File: src/hw/rtl/rra_sqrt.sv
// Integer square root, one result bit per cycle.
module rra_sqrt #(
   parameter int R_W = 28
) (
   input  logic             clock,
   input  logic             reset,
   input  logic             start,
   input  logic [2*R_W-1:0] operand,
   output logic             done,
   output logic [R_W-1:0]   root
);

   localparam int CNT_W = $clog2(R_W);

   logic [2*R_W-1:0] op_ff, op_in;
   logic [R_W+1:0]   rem_ff, rem_in;
   logic [R_W-1:0]   root_ff, root_in;
   logic [CNT_W-1:0] cnt_ff, cnt_in;
   logic             run_ff, run_in;
   logic             done_ff, done_in;
   logic [R_W+1:0]   rem_sh;
   logic [R_W+1:0]   trial;
   logic             ge;

   always_comb begin
      op_in   = op_ff;
      rem_in  = rem_ff;
      root_in = root_ff;
      cnt_in  = cnt_ff;
      run_in  = run_ff;
      done_in = 1'b0;
      rem_sh  = {rem_ff[R_W-1:0], op_ff[2*R_W-1 -: 2]};
      trial   = {root_ff, 2'b01};
      ge      = (rem_sh >= trial);
      if (start) begin
         op_in   = operand;
         rem_in  = '0;
         root_in = '0;
         cnt_in  = '0;
         run_in  = 1'b1;
      end else if (run_ff) begin
         rem_in  = ge ? (rem_sh - trial) : rem_sh;
         root_in = {root_ff[R_W-2:0], ge};
         op_in   = {op_ff[2*R_W-3:0], 2'b00};
         cnt_in  = cnt_ff + CNT_W'(1);
         if (cnt_ff == CNT_W'(R_W - 1)) begin
            run_in  = 1'b0;
            done_in = 1'b1;
         end
      end
   end

   always_ff @(posedge clock) begin
      if (reset) begin
         run_ff  <= 1'b0;
         done_ff <= 1'b0;
      end else begin
         run_ff  <= run_in;
         done_ff <= done_in;
      end
   end

   always_ff @(posedge clock) begin
      op_ff   <= op_in;
      rem_ff  <= rem_in;
      root_ff <= root_in;
      cnt_ff  <= cnt_in;
   end

   assign done = done_ff;
   assign root = root_ff;

endmodule

File: config.mk
export PLATFORM = sky130hd
export DESIGN_NAME = rra_sqrt
export DESIGN_NICKNAME = d
export VERILOG_FILES = /design/src/hw/rtl/rra_sqrt.sv
export SDC_FILE = /design/constraint.sdc
export NUM_CORES = 1
export LEC_CHECK = 0
export BUFFER_PORTS_ARGS = -buffer_cell sky130_fd_sc_hd__buf_2
export CORE_ASPECT_RATIO = 0.5
export CORE_UTILIZATION = 45
export CTS_BUF_LIST = sky130_fd_sc_hd__clkbuf_16
export CTS_CLUSTER_SIZE = 40
export DETAILED_ROUTE_END_ITERATION = 10
export PLACE_DENSITY_LB_ADDON = 0.1
export SLEW_MARGIN = 20
export SYNTH_ARGS = -nofsm -noshare
export SYNTH_HDL_FRONTEND = slang
export SYNTH_SLANG_ARGS = --single-unit
File: constraint.sdc
create_clock -name clock -period 5.65 [get_ports clock]
set_input_delay 0.2825 -clock clock [delete_from_list [all_inputs] [get_ports clock]]
set_output_delay 0.2825 -clock clock [all_outputs]
set_load 0.02 [all_outputs]
==> metrics, run 1 <==
Antenna diodes 0; vias in the first global route 4320; H-tree levels 4; Post-Syn Area 0.00631 mm2; top cell type's share of synthesized area 26.7%; final hold vios 0; CP arrival 3.62 ns; starting density of the core 46.3%; Tcrit/Tclk final 59.6%; starting DRC count in detailed routing 233; Setup Viol. Count Final 0; Fillers 1265; CP Class reg -> reg; Port Buffer Count 87; Post-CTS Repair Setup Buffers 0; Final Util 54.7%; fin. max-slew vios 0; Syn Inst Count 590; Via Count 4495; Vert. Die Dim 85.7 um; pwr/cell area 533 mW/mm2; hold path depth 2; Reg clk slew, reported paths 0.06 ns; Num CTS Buffers 17; peak supply drop 238 uV; total track usage 18.2%; R2R depth 12; share of layout cells above drive strength 1 28.0%; clk sinks 119; Placer Congestion 0.869; grt total ovfl 0; Boundary Pins 88; CP endpoint kind flip-flop; routed wl met3 688 um; area leader, netlist edfxtp_1; Lkg Pwr 3.07 nW; Startpoint Class flip-flop; Clk Latency, worst-skew pair 0.42 ns; nets@finish 762; Warnings, synthesis 0; Yosys cell types 55; Max Cap Viol 0; initial antenna violation count 1; Slew headroom 37.3%; # DRC 0; Die X-Extent 169 um; CP Data Required Time 5.91 ns; core area 0.0136 mm2; prevailing post-synth register cell dfxtp_1; first-pass GRT wire length 20700 um; top cells by area, synth edfxtp_1 27%, dfxtp_1 20%, mux2_2 9.6%, mux2i_1 7.1%, ha_1 6.1%; top sig layer met4; setup TNS 0 ns; full die area 0.0145 mm2; sequential area share after synthesis 46.7%; Slew @ Worst Pin 0.940 ns; DP Wirelength 8080 um; outcome finished clean; synth-to-layout area growth 18.3%; # resized after CTS 0; maximum clock insertion buffer count 2; cts hold-fix bufs 0; M1 WL 6320 um; row count 30; DR vias/cell 5.13; Fmax achieved 297 MHz; CTS root buf clkbuf_16; unrepaired setup endpoints after global routing no; Worst Path Max Fanout 26; synthesis-stage register bit count 119; CTS tree done; crit path time final 3.37 ns; Clock Skew 0.0125 ns; final wirelength 12200 um; Commonest cells post-synth 65 x nor2_1, 63 x dfxtp_1, 56 x edfxtp_1; Avg Cell Area, Syn 10.7 um2; largest net degree at the start of global routing 76; Routed Antenna Nets 0; ys async rst share 0%; total iterations of the first detailed-routing run 5; count leader, synth nor2_1; Post-Syn Nets 680; WL met2 5070 um; Worst Hold Class in -> reg; wire per inst 14.0 um; EDFF count, synth 56
power breakdown:
group          leakage, nW  total [mW]  switching [mW]  internal, mW
combinational         1.72        1.82            1.02         0.805
clock                0.280        1.05           0.414         0.632
sequential            1.08        1.11          0.0748          1.03
routing by layer:
| layer | vias to the layer above | global-route usage, % |
|---|---|---|
| met5 | - | 0 |
| met1 | 2102 | 24.4 |
| met3 | 16 | 6.05 |
| met2 | 81 | 27.2 |
| li1 | 2296 | - |
| met4 | 0 | 7.13 |
layout by cell type, fill, tap and decap left out, types with 5 or more instances in the layout:
cell,count
xnor2_1,14
buf_4,5
nand4_1,6
nand2b_1,8
edfxtp_1,56
a21oi_1,27
a21o_1,9
nand2_1,32
xor2_1,13
mux2_2,54
dfxtp_1,62
nand3_1,7
o21ai_1,19
buf_2,86
a211oi_1,17
inv_1,35
mux2i_1,45
clkbuf_16,18
ha_1,31
nor2_1,65
nor3_1,6
o21ai_0,9
cell type report:
type | count | area, um2 | share of cell area, %
clock buffers | 18 | 450 | 6.04
well taps | 192 | 240 | 3.22
repair buffers | 91 | 468 | 6.27
flip-flops and latches | 119 | 2940 | 39.5
inverters | 36 | 135 | 1.81
clock inverters | 14 | 121 | 1.63
multi-input cells | 407 | 3100 | 41.6
sequential cells by signal, summed over array words and instances (netlist names):
register and cells:
run_ff 1, done 1, cnt_ff 5, root 28, rem_ff 28, op_ff 56
kinds of logic (layout without fill, tap and decap cells):
family | count (synthesis) | after routing | share of synthesized area [%]
AND/OR/NAND/NOR | 139 | 139 | 10.3
adder cells (fa/ha/maj) | 31 | 31 | 6.15
XOR/XNOR | 27 | 27 | 3.75
multiplexers | 99 | 99 | 16.8
flip-flops | 119 | 119 | 46.7
buffers and inverters | 64 | 159 | 4.21
AO/OA/AOI/OAI | 111 | 111 | 12.2
critical path: stages (launching register included):
cell,delay (ns)
dfxtp_1,0.37
inv_1,0.06
ha_1,0.38
nand4_1,0.19
nor3_2,0.25
nand3_1,0.12
nor4_2,0.20
nor4_2,0.10
o31ai_4,0.64
buf_4,0.47
nand2_1,0.16
a21oi_1,0.22
a2111oi_2,0.05
per-stage QoR:
stage          hold WS [ns]  std cells  setup WS, ns  power (mW)  cell area, um2
2_1_floorplan         0.355        590          2.98        2.66            6310
3_3_place_gp          0.452        845          2.34        2.93            6890
3_5_place_dp          0.460        845          2.28        2.93            6890
4_1_cts              0.0126        877          2.24        4.01            7460
5_1_grt              0.0290        877          1.99        4.29            7460
6_report             0.0328        877          2.28        3.98            7460
worst paths after layout:
| path | from | to | slack, ns |
|---|---|---|---|
| setup / recovery | root[14] | rem_ff[23] | 2.28 |
| hold / removal | reset | run_ff | 0.03 |
| setup reg to reg | root[14] | rem_ff[23] | 2.28 |
| hold reg to reg | rem_ff[27] | rem_ff[27] | 0.47 |
(Power assumes the default switching activity.)
==> run 2: changes to the inputs <==
- clock period: 5.65 -> 3 ns (I/O delays scaled with it)
==> metrics, run 2 (synthesis gave the netlist of run 1 again) <==
outcome finished clean (unchanged); Worst R2R Setup Slack 0.18 ns (was 2.28 ns); FF-to-FF End rem_ff[23] (unchanged); core area 0.0136 mm2 (unchanged); CP Class reg -> reg (unchanged); vias in the first global route 4443 (was 4320); Placer Congestion 0.840 (was 0.869); Fin Hold WS 0.0217 ns (was 0.0328 ns); Startpoint Class flip-flop (unchanged); Clk Latency, worst-skew pair 0.41 ns (was 0.42 ns); hold path depth 2 (unchanged); Clock Skew 0.0122 ns (was 0.0125 ns); starting DRC count in detailed routing 189 (was 233); R2R depth 11 (was 12); final hold vios 0 (unchanged); Slew @ Worst Pin 0.933 ns (was 0.940 ns); CTS root buf clkbuf_16 (unchanged); Via Count 4540 (was 4495); Die X-Extent 169 um (unchanged); nets@finish 775 (was 762); CP Data Required Time 3.24 ns (was 5.91 ns); total track usage 18.5% (was 18.2%); Worst Hold Class in -> reg (unchanged); crit path time final 2.82 ns (was 3.37 ns); most common cell after layout, fill and taps aside buf_2 (unchanged); Largest register FFs 56 (unchanged); maximum clock insertion buffer count 2 (unchanged); # DRC 0 (unchanged); initial antenna violation count 1 (unchanged); CP endpoint kind flip-flop (unchanged); final wirelength 12600 um (was 12200 um); Fmax achieved 355 MHz (was 297 MHz); Tcrit/Tclk final 94.0% (was 59.6%); Post-Layout Cell Count 890 (was 877); CP arrival 3.06 ns (was 3.62 ns); Final Cell Area 0.00760 mm2 (was 0.00746 mm2); row count 30 (unchanged); share of layout cells above drive strength 1 29.2% (was 28.0%); unrepaired setup endpoints after global routing yes (was no); DR vias/cell 5.10 (was 5.13); pwr/cell area 1020 mW/mm2 (was 533 mW/mm2); placed cells 856 (was 845); Port Buffer Count 87 (unchanged); CP Launch Point root[9] (was root[14]); Vert. Die Dim 85.7 um (unchanged); Lkg Pwr 3.15 nW (was 3.07 nW); Slowest-stage cell, CP ha_1 (was o31ai_4); crit-path max cell delay 0.38 ns (was 0.64 ns); most frequent cells in the layout 86 x buf_2, 65 x nor2_1, 62 x dfxtp_1 (unchanged); Boundary Pins 88 (unchanged); Post-CTS Repair Setup Buffers 0 (unchanged); Slew headroom 37.8% (was 37.3%); Antenna diodes 0 (unchanged); full die area 0.0145 mm2 (unchanged); Worst Path Max Fanout 7 (was 26); reg2reg start root[9] (was root[14]); grt total ovfl 0 (unchanged); Setup Viol. Count Final 0 (unchanged); Reg clk slew, reported paths 0.07 ns (was 0.06 ns); CTS tree done (unchanged); H-tree levels 4 (unchanged); WHS Endpoint op_ff[1] (was run_ff); Num CTS Buffers 17 (unchanged); peak supply drop 444 uV (was 238 uV); synth-to-layout area growth 20.5% (was 18.3%); Max Cap Viol 0 (unchanged); Biggest register op_ff (unchanged); total iterations of the first detailed-routing run 4 (was 5); starting density of the core 46.3% (unchanged); fin. max-slew vios 0 (unchanged); CP Cell Sequence inv_1, ha_1, and3_1, nand2_1, o221a_2, nand2_2, a221o_1, a41o_1, or3_1, a21oi_1, a2111oi_2 (was inv_1, ha_1, nand4_1, nor3_2, nand3_1, nor4_2, nor4_2, o31ai_4, buf_4, nand2_1, a21oi_1, a2111oi_2); placed cell area 0.00698 mm2 (was 0.00689 mm2); setup TNS 0 ns (unchanged); largest net degree at the start of global routing 75 (was 76); wire per inst 14.1 um (was 14.0 um); HP Start operand[1] (was reset); clk sinks 119 (unchanged); DP Wirelength 8420 um (was 8080 um); Routed Antenna Nets 0 (unchanged); first-pass GRT wire length 21300 um (was 20700 um)
run 2: cell type report:
cell class	instances	area (um2)
fill	1240	6020
multi-input combinational	407	3100
sequential	119	2940
timing repair buffer	104	587
clock buffer	17	425
tap	192	240
clock inverter	15	168
inverter	36	135
run 2: per-stage QoR:
step | setup slack, ns | power (mW) | utilization [%]
2_1_floorplan | 0.330 | 5.00 | -
3_3_place_gp | 0.248 | 5.68 | 51.2
3_5_place_dp | 0.211 | 5.68 | 51.2
4_1_cts | 0.190 | 7.79 | 55.7
5_1_grt | -0.0103 | 8.32 | 55.8
6_report | 0.180 | 7.75 | 55.8
run 2: worst max-delay path, delay by kind of cell, from the launching register on:
kind	cells	cell delay (ns)
compound gates	5	1.07
buf+inv	1	0.06
fa+ha+maj	1	0.38
flops	1	0.37
simple gates	4	0.76
run 2: repair_timing:
item                                    in CTS  in global routing
gates resized for setup                      0                  2
hold endpoints to repair                     3                  0
hold buffers                                 2                  0
endpoints found under the setup margin       0                  4
run 2: report_power, final:
| part | internal (mW) | switching (mW) |
|---|---|---|
| clock network | 1.24 | 0.817 |
| registers | 1.95 | 0.141 |
| logic | 1.66 | 1.94 |
| total | 4.85 | 2.90 |
run 2: routing by layer:
layer  global-route usage (%)  vias to the layer above  routed length, um
li1                         -                     2327                  -
met3                     5.31                       12                590
met1                     25.3                     2116               6520
met2                     27.9                       85               5350
met4                     6.80                        0                129
met5                        0                        -                  0
run 2: how the worst max path moves through the flow:
stage | depth (start not counted) | end
after global placement | 11 | rem_ff[25]
after floorplan | 10 | rem_ff[23]
final | 11 | rem_ff[23]
after CTS | 11 | rem_ff[23]
after detailed placement | 12 | rem_ff[23]
after global routing | 12 | rem_ff[23]
