File: config.mk
export PLATFORM = sky130hd
export DESIGN_NAME = rra_div
export DESIGN_NICKNAME = d
export VERILOG_FILES = /design/src/hw/rtl/rra_div.sv
export SDC_FILE = /design/constraint.sdc
export NUM_CORES = 1
export LEC_CHECK = 0
export BUFFER_PORTS_ARGS = -buffer_cell sky130_fd_sc_hd__buf_2
export CAP_MARGIN = 20
export CELL_PAD_IN_SITES_DETAIL_PLACEMENT = 1
export CELL_PAD_IN_SITES_GLOBAL_PLACEMENT = 2
export CORE_ASPECT_RATIO = 0.6
export CORE_MARGIN = 3
export CORE_UTILIZATION = 35
export DETAILED_ROUTE_END_ITERATION = 12
export PLACE_DENSITY = 0.83
export SLEW_MARGIN = 20
export SYNTH_ARGS = -nofsm -noshare
export SYNTH_HDL_FRONTEND = slang
export SYNTH_SLANG_ARGS = --single-unit
File: constraint.sdc
create_clock -name clock -period 5.95 [get_ports clock]
set_clock_uncertainty 0.2 [all_clocks]
set_input_delay 0.595 -clock clock [delete_from_list [all_inputs] [get_ports clock]]
set_output_delay 0.595 -clock clock [all_outputs]
set_load 0.01 [all_outputs]
File: src/hw/rtl/rra_div.sv
// Restoring divider, one quotient bit per cycle, low quotient bits plus an overflow flag.
module rra_div #(
   parameter int N_W = 128,
   parameter int D_W = 67,
   parameter int Q_W = 56
) (
   input  logic           clock,
   input  logic           reset,
   input  logic           start,
   input  logic [N_W-1:0] dividend,
   input  logic [D_W-1:0] divisor,
   output logic           done,
   output logic [Q_W-1:0] quotient,
   output logic           overflow
);

   localparam int CNT_W = $clog2(N_W);

   logic [N_W-1:0]   num_ff, num_in;
   logic [D_W:0]     rem_ff, rem_in;
   logic [D_W-1:0]   div_ff, div_in;
   logic [Q_W-1:0]   quo_ff, quo_in;
   logic             ovf_ff, ovf_in;
   logic [CNT_W-1:0] cnt_ff, cnt_in;
   logic             run_ff, run_in;
   logic             done_ff, done_in;
   logic [D_W:0]     rem_sh;
   logic             ge;

   always_comb begin
      num_in  = num_ff;
      rem_in  = rem_ff;
      div_in  = div_ff;
      quo_in  = quo_ff;
      ovf_in  = ovf_ff;
      cnt_in  = cnt_ff;
      run_in  = run_ff;
      done_in = 1'b0;
      rem_sh  = {rem_ff[D_W-1:0], num_ff[N_W-1]};
      ge      = (rem_sh >= {1'b0, div_ff});
      if (start) begin
         num_in = dividend;
         div_in = divisor;
         rem_in = '0;
         quo_in = '0;
         ovf_in = 1'b0;
         cnt_in = '0;
         run_in = 1'b1;
      end else if (run_ff) begin
         rem_in = ge ? (rem_sh - {1'b0, div_ff}) : rem_sh;
         num_in = {num_ff[N_W-2:0], 1'b0};
         quo_in = {quo_ff[Q_W-2:0], ge};
         ovf_in = ovf_ff | quo_ff[Q_W-1];
         cnt_in = cnt_ff + CNT_W'(1);
         if (cnt_ff == CNT_W'(N_W - 1)) begin
            run_in  = 1'b0;
            done_in = 1'b1;
         end
      end
   end

   always_ff @(posedge clock) begin
      if (reset) begin
         run_ff  <= 1'b0;
         done_ff <= 1'b0;
      end else begin
         run_ff  <= run_in;
         done_ff <= done_in;
      end
   end

   always_ff @(posedge clock) begin
      num_ff <= num_in;
      rem_ff <= rem_in;
      div_ff <= div_in;
      quo_ff <= quo_in;
      ovf_ff <= ovf_in;
      cnt_ff <= cnt_in;
   end

   assign done     = done_ff;
   assign quotient = quo_ff;
   assign overflow = ovf_ff;

endmodule

==> results by group, run 1 <==
GRT
  – Total GRT Usage: 18.9%
  – Antenna violations before repair: 7
  – GRT busiest layer: met2
  – M3 GR Usage: 4.95%
  – M2 GR Usage: 28.3%
  – Wire length of the first global-routing pass: ~76,000 um
  – Grt met1 use: between 20% and 30%
  – Number of global-route vias before repair: about 13,000
  – GR Overflow Total: 0
  – Largest net degree at the start of global routing: 205

Timing
  – Final Hold Vio Count: 0
  – Setup TNS: 0 ns
  – Fmax: roughly 240 MHz
  – Final worst slack: 1.77 ns
  – WHS: 0.0268 ns
  – Period utilization: 70.2%
  – RSZ-0062 raised after global routing: no
  – Slew @ Worst Pin: 1.21 ns
  – Slew HR: 19.6%
  – Setup-violating endpoint count in the final report: 0
  – Max Slew Vio Count: 0
  – Min Tclk post-route: approximately 4.2 ns

Setup path
  – CP Launch Type: flop
  – Crit path max fanout: 61
  – Setup crit end kind: flop
  – WP data required: 6.22 ns
  – Crit-path slowest cell: buf_4
  – Critical path class: reg2reg
  – Largest stage delay, worst path: 0.56 ns
  – Crit path DAT: 4.45 ns
  – Worst path cell trace: inv_1, ha_1, inv_1, fa_1, a21o_1, a21oi_1, o21ai_0, a21oi_1, o21a_1, o21ai_1, a21oi_4, buf_4, nand2_1, o211ai_1, o21ai_0, nor2_1

Power and ir drop
  – Comb power frac: 16.3%
  – Net Sw Frac: 27.4%
  – Switching power: 1.59 mW
  – Lkg Pwr: 8.19 nW
  – PD cells: 294 nW/um^2
  – Clock power frac: 37.7%
  – Sequential Power Share: 46.0%
  – VDD IR max: slightly below 0.2 mV
  – Total internal power: 4.22 mW

CTS
  – H-tree depth: 2
  – Clock transition at path regs: 0.06 ns
  – CTS tree: yes
  – Clk sinks: 328
  – Clock Path Buffers: 3
  – Root Buffer: clkbuf_16
  – Inserted Clock Buffers: 35
  – Setup bufs post-CTS: 0
  – PostCTS Resize Cnt: 0
  – Worst skew pair latency: 0.54 ns
  – Post-CTS Hold Buffers: 7

Synth
  – Synth Register Bits: 328
  – Seq/Total Area, Yosys: 50.8%
  – Post-synth EDFFs: 195
  – Synth Cell Area: 16,800 um^2
  – Ys async rst share: 0%
  – Synth cell types: 61
  – Syn. warnings: 0
  – Post-synthesis average cell area: ~11 um^2
  – Syn nets: about 1,800
  – Ys flop type: edfxtp_1
  – Synth Instances: 1,582

Detailed routing
  – WL final: 48,000 um
  – Vias post-DR: 12,800
  – DRT Pass-1 Iters: 5
  – Drt initial violations: 814
  – DR WL/cell: 19.5 um
  – Final ANT Viol Nets: 0
  – Via density: around 5.2
  – Residual DRC: 0

Layout
  – Most common cell after layout, fill and taps aside: buf_2
  – Filler Cell Count: 5,235
  – Fraction of layout cells with a size suffix above 1: 24.8%
  – Final nets: approximately 2,100
  – Post-layout util: a little over two fifths
  – Most frequent cells in the layout: buf_2, edfxtp_1, nor2_1, dfxtp_1, mux2_2
  – P&R area growth vs syn: 18.0%

Die
  – Row cnt: 61
  – IO Pins: 256
  – Die height: 175 um
  – Core area: 46,800 um^2
  – Die Width: 288 um
  – Die footprint: 50,600 um^2
  – Initial Utilization: a little over a third

Job
  – Maxcap violations: 0

Placed design
  – Detail Placement HPWL: 34,600 um
  – IO Port Bufs: 255
  – Final Wtd Congestion: 0.872
  – Pre-CTS WS: 1.78 ns

Worst hold path
  – Min-Delay Path Class: in2reg

Status
  – Outcome: complete, no violations
==> cells by family after synthesis <==
family                   share of synthesized area (%)
AO/OA/AOI/OAI                                     13.9
XOR/XNOR                                          3.40
adder cells (fa/ha/maj)                           5.20
buffers and inverters                             4.14
flip-flops                                        50.8
multiplexers                                      12.7
AND/OR/NAND/NOR                                   9.77
==> final timing paths <==
path | startpoint | end | slack, ns | cells past startpoint
setup / recovery | num_ff[127] | rem_ff[24] | 1.77 | 16
hold / removal | divisor[51] | div_ff[51] | 0.03 | 1
setup reg to reg | num_ff[127] | rem_ff[24] | 1.77 | 16
hold reg to reg | overflow | overflow | 0.28 | 2
==> cell usage after synthesis, drive strengths merged (4+ instances only) <==
cell    count  area share, %
nor2b      12           0.45
buf        34           0.91
inv        84            1.9
a31oi      14           0.52
clkbuf     60            1.3
edfxtp    195             35
mux2i      68            4.1
nand2     105            2.4
mux2      129            8.7
o31ai       4           0.26
o21ai      98            2.9
nand3      20           0.60
nor3        8           0.24
xor2       28            1.5
a32oi       6           0.31
and3        5           0.19
o22ai       6           0.22
dfxtp     133             16
o21a       12           0.54
nand2b     13           0.49
a211oi     21           0.97
nor2      168            3.8
a21oi     102            3.0
o211ai     36            1.6
nand4      29            1.1
o21bai     17           0.78
a21o       29            1.3
xnor2      37            1.9
ha         68            5.1
==> registers in the layout, indices dropped and copies added, names as in the netlist <==
name,flops
run_ff,1
done,1
overflow,1
div_ff,67
rem_ff,67
quotient,56
cnt_ff,7
num_ff,128
==> power by group through the flow <==
| stage | clock, mW | combinational, mW | sequential (mW) |
|---|---|---|---|
| 2_1_floorplan | 0 | 0.661 | 2.69 |
| 3_3_place_gp | 0 | 0.898 | 2.71 |
| 3_5_place_dp | 0 | 0.930 | 2.71 |
| 4_1_cts | 2.27 | 0.942 | 2.67 |
| 5_1_grt | 2.36 | 1.05 | 2.69 |
| 6_report | 2.19 | 0.946 | 2.67 |
==> routing by layer <==
| metal | routed length [um] | vias up |
|---|---|---|
| met5 | 42 | - |
| met4 | 741 | 8 |
| met3 | 2950 | 62 |
| met2 | 20600 | 259 |
| met1 | 23700 | 6286 |
| li1 | - | 6150 |
==> critical path, delay by kind of cell, from the launching register on <==
family	cells	cell delay (ns)
buffers and inverters	3	0.69
AOI/OAI and AO/OA	9	1.93
adders and majority gates	2	0.58
and+or+nand+nor	2	0.27
DFF	1	0.39
==> stage by stage <==
step                      total power [mW]  cells  cell area, um^2
after global placement                3.61   2382            18600
after detailed placement              3.64   2382            18600
after floorplan                       3.35   1582            16800
final                                 5.81   2457            19800
after global routing                  6.10   2456            19800
after CTS                             5.88   2453            19800
==> area by class of cell <==
class / count / area (um^2) / area share [%]
Timing Repair Buffer: 271 / 1440 / 7.27
Sequential cell: 328 / 8520 / 43.1
Clock buffer: 49 / 1000 / 5.06
Tap cell: 630 / 788 / 3.99
Inverter: 84 / 318 / 1.61
Antenna cell: 4 / 10.0 / 0.0506
Multi-Input combinational cell: 1076 / 7560 / 38.2
Clock inverter: 15 / 140 / 0.709
Note: power is estimated with default switching activity, not from simulation.
==> run 2: changes to the inputs <==
--- a/config.mk
+++ b/config.mk
@@ -5,15 +5,16 @@
 export SDC_FILE = /design/constraint.sdc
 export NUM_CORES = 1
 export LEC_CHECK = 0
+export ABC_AREA = 1
 export BUFFER_PORTS_ARGS = -buffer_cell sky130_fd_sc_hd__buf_2
 export CAP_MARGIN = 20
 export CELL_PAD_IN_SITES_DETAIL_PLACEMENT = 1
 export CELL_PAD_IN_SITES_GLOBAL_PLACEMENT = 2
 export CORE_ASPECT_RATIO = 0.6
 export CORE_MARGIN = 3
-export CORE_UTILIZATION = 35
+export CORE_UTILIZATION = 30
 export DETAILED_ROUTE_END_ITERATION = 12
-export PLACE_DENSITY = 0.83
+export PLACE_DENSITY = 0.84
 export SLEW_MARGIN = 20
 export SYNTH_ARGS = -nofsm -noshare
 export SYNTH_HDL_FRONTEND = slang
==> constraint.sdc (replaced) <==
create_clock -name clock -period 3.35 [get_ports clock]
set_clock_uncertainty 0.2 [all_clocks]
set_input_delay 0.335 -clock clock [delete_from_list [all_inputs] [get_ports clock]]
set_output_delay 0.335 -clock clock [all_outputs]
set_load 0.01 [all_outputs]
==> run 2 against run 1 <==
Effect of this change: first-iteration DRC count is 43% higher; die area is 32% higher; wire length is 63% higher; flip-flop and latch count stayed put; utilization is 2.3 points lower; critical path depth stayed put; worst hold slack better by 0.24 ns; non-clock buffer count is 222 higher; clock power is 100% higher; fmax is 33% higher; total power is 76% higher; critical endpoint is now rem_ff[3].
==> results by group, run 2 <==
Synth
  – Synth cell types: 33 (-46%)
  – Synth Register Bits: 328 (unchanged)
  – Post-synth top area cell: edfxtp_1
  – Ys async rst share: 0% (unchanged)
  – Syn nets: 2,990 (+62%)
  – Top-area cell type share of the netlist area: 30.7% (-4.2 points)
  – Post-synthesis average cell area: 7.00 um^2 (-34%)
  – Ys flop type: edfxtp_1
  – Syn. warnings: 0 (unchanged)
  – Top-count cell post-synth: nand2_1
  – Synth Cell Area: 19,100 um^2 (+14%)
  – Post-synth EDFFs: 195 (unchanged)
  – Synth area leaders: edfxtp_1, nand2_1, dfxtp_1
  – Top cells by count, synth: nand2_1, inv_1, edfxtp_1
  – Synth Instances: 2,723 (+72%)
  – Seq/Total Area, Yosys: 44.7% (-6.1 points)

Setup path
  – Critical path class: reg2reg
  – Reg2Reg Launch Point: div_ff[22]
  – Family with the most delay on the worst path: simple AND/OR/NAND/NOR gates
  – Largest stage delay, worst path: 0.43 ns (-0.13 ns)
  – WP data required: 3.58 ns (-2.64 ns)
  – Crit path max fanout: 22 (-64%)
  – Setup crit end kind: flop
  – Crit-path slowest cell: nor2_1
  – R2R depth: 16 (unchanged)
  – R2r setup slk: 0.22 ns (-1.56 ns)
  – Crit path DAT: 3.36 ns (-1.09 ns)
  – R2r endpoint: rem_ff[3]
  – CP bufs+invs: 3 (unchanged)
  – Worst path cell trace: inv_1, ha_1, nand2_1, nor2_1, nand2_1, inv_1, nand2_1, nor2_1, nand2_1, nand3_1, nand2_2, nand2_4, buf_4, nand2_1, nand3_1, o21ai_0
  – Most frequent CP cell: nand2_1
  – CP Launch Type: flop

Die
  – Die height: 201 um (+15%)
  – Initial Utilization: 30.8% (-5.0 points)
  – IO Pins: 256 (unchanged)
  – Die Width: 331 um (+15%)
  – Row cnt: 70 (+15%)
  – Die footprint: 66,700 um^2 (+32%)
  – Core area: 61,800 um^2 (+32%)

Timing
  – Slew HR: 35.5% (+16 points)
  – Final worst slack: 0.215 ns (-1.56 ns)
  – Final Hold Vio Count: 0 (unchanged)
  – Setup TNS: 0 ns (unchanged)
  – Slew @ Worst Pin: 0.968 ns (-0.239 ns)
  – Period utilization: 93.6% (+23 points)
  – RSZ-0062 raised after global routing: no
  – Setup-violating endpoint count in the final report: 0 (unchanged)
  – Min Tclk post-route: 3.13 ns (-1.04 ns)
  – Fmax: 319 MHz (+33%)
  – Max Slew Vio Count: 0 (unchanged)

Power and ir drop
  – Lkg Pwr: 12.8 nW (+56%)
  – PD cells: 413 nW/um^2 (+40%)
  – VDD IR max: 0.340 mV (+72%)

Worst hold path
  – Hold path depth: 2 (+1)
  – Hold path endpoint: rem_ff[43]
  – Min-Delay Path Class: reg2reg
  – Worst hold start: rem_ff[43]

Layout
  – Most common cell after layout, fill and taps aside: nand2_1
  – Largest register FFs: 128 (unchanged)
  – Filler Cell Count: 7,793 (+49%)
  – Most frequent cells in the layout: nand2_1, inv_1, buf_2, dlygate4sd3_1, edfxtp_1
  – Top reg by flops: num_ff
  – Final nets: 3,447 (+67%)
  – Top Registers: num_ff: 128 flops, div_ff: 67 flops, rem_ff: 67 flops
  – P&R area growth vs syn: 29.7%
  – Fraction of layout cells with a size suffix above 1: 12.0% (-13 points)

Status
  – Outcome: complete, no violations

CTS
  – Root Buffer: clkbuf_16
  – Clock Path Buffers: 3 (unchanged)
  – CTS tree: yes
  – Clock transition at path regs: 0.06 ns (about the same)
  – Inserted Clock Buffers: 37 (+5.7%)
  – Clk sinks: 328 (unchanged)
  – H-tree depth: 2 (unchanged)
  – Worst skew pair latency: 0.57 ns (+0.03 ns)

Detailed routing
  – Drt initial violations: 1,160 (+43%)
  – DRT Pass-1 Iters: 5 (unchanged)
  – Via density: 4.70 (-9.4%)
  – Residual DRC: 0 (unchanged)
  – Vias post-DR: 19,000 (+49%)
  – Final ANT Viol Nets: 0 (unchanged)
  – WL final: 78,400 um (+63%)
  – DR WL/cell: 19.4 um (-0.60%)

GRT
  – Number of global-route vias before repair: 20,200 (+49%)
  – Antenna violations before repair: 3 (-4)
  – Largest net degree at the start of global routing: 138 (-33%)
  – Wire length of the first global-routing pass: 120,000 um (+58%)
  – GR Overflow Total: 0 (unchanged)
  – Total GRT Usage: 23.2% (+4.3 points)

Job
  – Maxcap violations: 0 (unchanged)

Placed design
  – Pre-CTS WS: 0.129 ns (-1.65 ns)
  – IO Port Bufs: 255 (unchanged)
  – Final Wtd Congestion: 0.967 (+11%)
  – Detail Placement HPWL: 57,500 um (+66%)
==> run 2: cell count changes after synthesis, sizes merged, moves of 25 or more <==
cell,change
a21o,-28
a21oi,-44
inv,+379
mux2,-129
mux2i,-68
nand2,+1126
nand3,+130
nand3b,+26
o211ai,-36
o21ai,-67
o22ai,+48
xnor2,-25
==> run 2: worst max-delay path by stage <==
stage,startpoint,end,cells past startpoint
6_report,div_ff[22],rem_ff[3],16
5_1_grt,div_ff[3],rem_ff[63],17
4_1_cts,div_ff[28],rem_ff[37],16
3_5_place_dp,div_ff[31],rem_ff[37],16
3_3_place_gp,div_ff[28],rem_ff[37],16
2_1_floorplan,start,num_ff[0],4
==> run 2: final cells by class <==
cell class | instances | area (um^2) | share of cell area [%]
tap | 828 | 1040 | 4.19
clock buffer | 47 | 1070 | 4.32
timing repair buffer | 493 | 3630 | 14.7
multi-input combinational | 1856 | 8500 | 34.4
clock inverter | 21 | 221 | 0.896
antenna | 1 | 2.50 | 0.0101
sequential | 328 | 8520 | 34.5
inverter | 464 | 1750 | 7.07
==> run 2: cells by family (layout without fill, tap and decap cells) <==
group | Yosys count | after routing | share of synthesized area [%]
xor gates and xnor gates | 33 | 33 | 1.52
other | 0 | 1 | 0
and+or+nand+nor | 1596 | 1596 | 33.6
buffers and inverters | 539 | 1025 | 10.9
adders and majority gates | 69 | 69 | 4.57
DFF | 328 | 328 | 44.7
AOI/OAI and AO/OA | 158 | 158 | 4.76
==> run 2: power breakdown <==
| part | switching (mW) | total [mW] | internal (mW) |
|---|---|---|---|
| registers | 0.0806 | 4.63 | 4.55 |
| logic | 0.725 | 1.19 | 0.460 |
| clock network | 1.86 | 4.38 | 2.52 |
| total | 2.67 | 10.2 | 7.53 |
==> run 2: worst reg2reg max path, cell delays in order, from the launching register on <==
cell,delay [ns]
edfxtp_1,0.33
inv_1,0.05
ha_1,0.33
nand2_1,0.14
nor2_1,0.43
nand2_1,0.20
inv_1,0.10
nand2_1,0.10
nor2_1,0.12
nand2_1,0.08
nand3_1,0.12
nand2_2,0.12
nand2_4,0.11
buf_4,0.28
nand2_1,0.12
nand3_1,0.09
o21ai_0,0.09
==> run 2: what timing repair did <==
item | in CTS | in global routing
setup buffers | 0 | 0
endpoints found under the setup margin | 0 | 44
resized for setup | 0 | 7
hold endpoints to repair | 202 | 0
hold buffers | 197 | 0
==> run 2: per-layer routing <==
metal | global-route usage (%) | part of all wire (%)
met1 | 35.5 | 52
met2 | 33.4 | 40
met3 | 4.93 | 6.5
met4 | 4.43 | 1.7
met5 | 0 | 0.015
==> run 2: metrics by stage <==
stage	hold WS [ns]	utilization, %	total power [mW]	cells	area, um^2
after floorplan	0.214	-	5.23	2723	19100
after global placement	0.232	34.7	5.63	3772	21400
after detailed placement	0.260	34.7	5.67	3772	21400
after CTS	0.238	39.9	10.3	4037	24700
after global routing	0.257	40.0	10.6	4038	24700
final	0.270	40.0	10.2	4038	24700
==> run 3: changes to the inputs <==
--- a/config.mk
+++ b/config.mk
@@ -11,7 +11,7 @@
 export CELL_PAD_IN_SITES_DETAIL_PLACEMENT = 1
 export CELL_PAD_IN_SITES_GLOBAL_PLACEMENT = 2
 export CORE_ASPECT_RATIO = 0.6
-export CORE_MARGIN = 3
+export CORE_MARGIN = 5
 export CORE_UTILIZATION = 30
 export DETAILED_ROUTE_END_ITERATION = 12
 export PLACE_DENSITY = 0.84
==> constraint.sdc (replaced) <==
create_clock -name clock -period 3.35 [get_ports clock]
set_clock_uncertainty 0.2 [all_clocks]
set_input_delay 0.335 -clock clock [delete_from_list [all_inputs] [get_ports clock]]
set_output_delay 0.335 -clock clock [all_outputs]
set_load 0.05 [all_outputs]
==> run 3 against run 2 <==
Effect of this change: clock power down 7.5%; highest routed layer is now met4; non-clock buffer count up 5; combinational power about the same; register-to-register slack about the same; total power down 3.2%; wire length up 0.31%; critical path type unchanged.
==> results by group, run 3 (synthesis gave the netlist of run 2 again) <==
Timing
  – Period utilization: 93.8% (+0.27 points)
  – Setup-violating endpoint count in the final report: 0 (unchanged)
  – RSZ-0062 raised after global routing: no
  – Setup TNS: 0 ns (unchanged)
  – Max Slew Vio Count: 0 (unchanged)
  – Min Tclk post-route: 3.14 ns (+0.00910 ns)
  – Final Hold Vio Count: 0 (unchanged)
  – Slew @ Worst Pin: 1.01 ns (+0.0416 ns)
  – Fmax: 318 MHz (-0.29%)
  – Slew HR: 32.7% (-2.8 points)

CTS
  – Clock Path Buffers: 3 (unchanged)
  – Worst skew pair latency: 0.57 ns (about the same)
  – Clock transition at path regs: 0.08 ns (+0.02 ns)
  – CTS tree: yes
  – Clk sinks: 328 (unchanged)
  – H-tree depth: 2 (unchanged)
  – Root Buffer: clkbuf_16
  – Inserted Clock Buffers: 35 (-5.4%)

Placed design
  – IO Port Bufs: 255 (unchanged)
  – Detail Placement HPWL: 56,800 um (-1.2%)
  – Placed Cells: 3,786 (+0.37%)
  – Final Wtd Congestion: 0.932 (-3.6%)

Detailed routing
  – DRT Pass-1 Iters: 5 (unchanged)
  – WL final: 78,600 um (+0.31%)
  – Final ANT Viol Nets: 0 (unchanged)
  – Residual DRC: 0 (unchanged)
  – Vias post-DR: 19,200 (+0.86%)
  – Drt initial violations: 1,375 (+19%)
  – DR WL/cell: 19.4 um (about the same)
  – Via density: 4.73 (+0.48%)

Layout
  – Largest register FFs: 128 (unchanged)
  – Most frequent cells in the layout: nand2_1, inv_1, buf_2, dlygate4sd3_1, edfxtp_1
  – P&R area growth vs syn: 29.6%
  – Top reg by flops: num_ff
  – Fraction of layout cells with a size suffix above 1: 11.7% (-0.28 points)
  – Top Registers: num_ff: 128 flops, div_ff: 67 flops, rem_ff: 67 flops
  – Most common cell after layout, fill and taps aside: nand2_1
  – Final Non-Filler Cells: 4,053 (+0.37%)
  – Final nets: 3,450 (+0.087%)

Status
  – Outcome: complete, no violations

Power and ir drop
  – VDD IR max: 0.364 mV (+6.9%)
  – Lkg Pwr: 12.8 nW (-0.15%)
  – PD cells: 400 nW/um^2 (-3.1%)

Setup path
  – Critical path class: reg2reg
  – Largest stage delay, worst path: 0.52 ns (+0.09 ns)
  – Crit path max fanout: 15 (-32%)
  – CP Launch Type: flop
  – Setup crit end kind: flop
  – Worst path cell trace: inv_1, ha_1, nand2_1, nor2_1, inv_1, nor2_2, nand2_1, nor2_1, nand2_1, nand2_1, a21oi_4, nand2_8, buf_4, nand2_1, nand3_1, nand2_1
  – Family with the most delay on the worst path: simple AND/OR/NAND/NOR gates
  – Crit path DAT: 3.41 ns (+0.05 ns)
  – Crit-path slowest cell: ha_1
  – WP data required: 3.61 ns (+0.03 ns)
  – Most frequent CP cell: nand2_1
  – CP bufs+invs: 3 (unchanged)

Die
  – Die Width: 335 um (+1.2%)
  – Initial Utilization: 30.3% (-0.48 points)
  – Row cnt: 71 (+1.4%)
  – Die height: 205 um (+2.0%)
  – Die footprint: 68,800 um^2 (+3.2%)
  – IO Pins: 256 (unchanged)
  – Core area: 62,800 um^2 (+1.6%)

GRT
  – Wire length of the first global-routing pass: 118,000 um (-2.2%)
  – GR Overflow Total: 0 (unchanged)
  – Number of global-route vias before repair: 19,900 (-1.5%)
  – Largest net degree at the start of global routing: 132 (-4.3%)
  – Antenna violations before repair: 4 (+1)
  – Total GRT Usage: 22.2% (-1.0 points)

Worst hold path
  – Min-Delay Path Class: reg2reg

Job
  – Maxcap violations: 0 (unchanged)
run 3: changes by cell type in the layout (fill, tap and decap cells not counted), sizes merged:
cell,delta
inv,-2
clkinv,-5
bufinv,-1
clkinvlp,-1
diode,+4
clkbuf,+5
buf,+4
run 3: worst paths after layout:
kind,slack [ns],to,from,cells after the start
max,0.21,rem_ff[48],div_ff[42],16
min,0.27,cnt_ff[6],cnt_ff[6],2
max reg2reg,0.21,rem_ff[48],div_ff[42],16
min reg2reg,0.27,cnt_ff[6],cnt_ff[6],2
run 3: layer usage:
| layer | routed length, um | track usage [%] | vias to the layer above |
|---|---|---|---|
| met5 | 0 | 0 | - |
| li1 | - | - | 9348 |
| met4 | 1410 | 4.51 | 0 |
| met3 | 5440 | 4.80 | 73 |
| met1 | 39600 | 33.5 | 9229 |
| met2 | 32200 | 32.6 | 510 |
run 3: cell type report:
type	count	area (um^2)
fillers	7945	38100
flip-flops and latches	328	8520
multi-input cells	1856	8500
repair buffers	498	3710
inverters	464	1750
well taps	839	1050
clock buffers	51	1010
clock inverters	12	140
diodes	5	12.5
run 3: per-stage QoR:
step / power [mW] / instance area, um^2 / util, % / worst slack, ns / hold slack, ns
final: 9.87 / 24700 / 39.3 / 0.206 / 0.268
after global routing: 10.3 / 24700 / 39.3 / 0.0454 / 0.261
after CTS: 9.92 / 24600 / 39.2 / 0.0584 / 0.250
after detailed placement: 5.67 / 21500 / 34.2 / 0.0687 / 0.258
after global placement: 5.64 / 21500 / 34.2 / 0.184 / 0.234
after floorplan: 5.23 / 19100 / - / 0.174 / 0.214
run 3: report_power, final:
group          switching, mW  leakage (nW)  total (mW)  internal [mW]
Clock                   1.78         0.564        4.05           2.27
Combinational          0.732          9.19        1.20          0.463
Sequential            0.0800          3.04        4.63           4.55
Total                   2.59          12.8        9.87           7.28
run 3: timing repair:
item                       in CTS  in global routing
setup buffers                   0                  1
hold buffers                  197                  0
setup endpoints to repair       0                 17
hold endpoints to repair      205                  0
gates resized for setup         0                  5
run 3: worst min-delay path, cell delays in order, from the launching register on:
cell	delay, ns
dfxtp_1	0.32
inv_1	0.05
a21oi_1	0.05
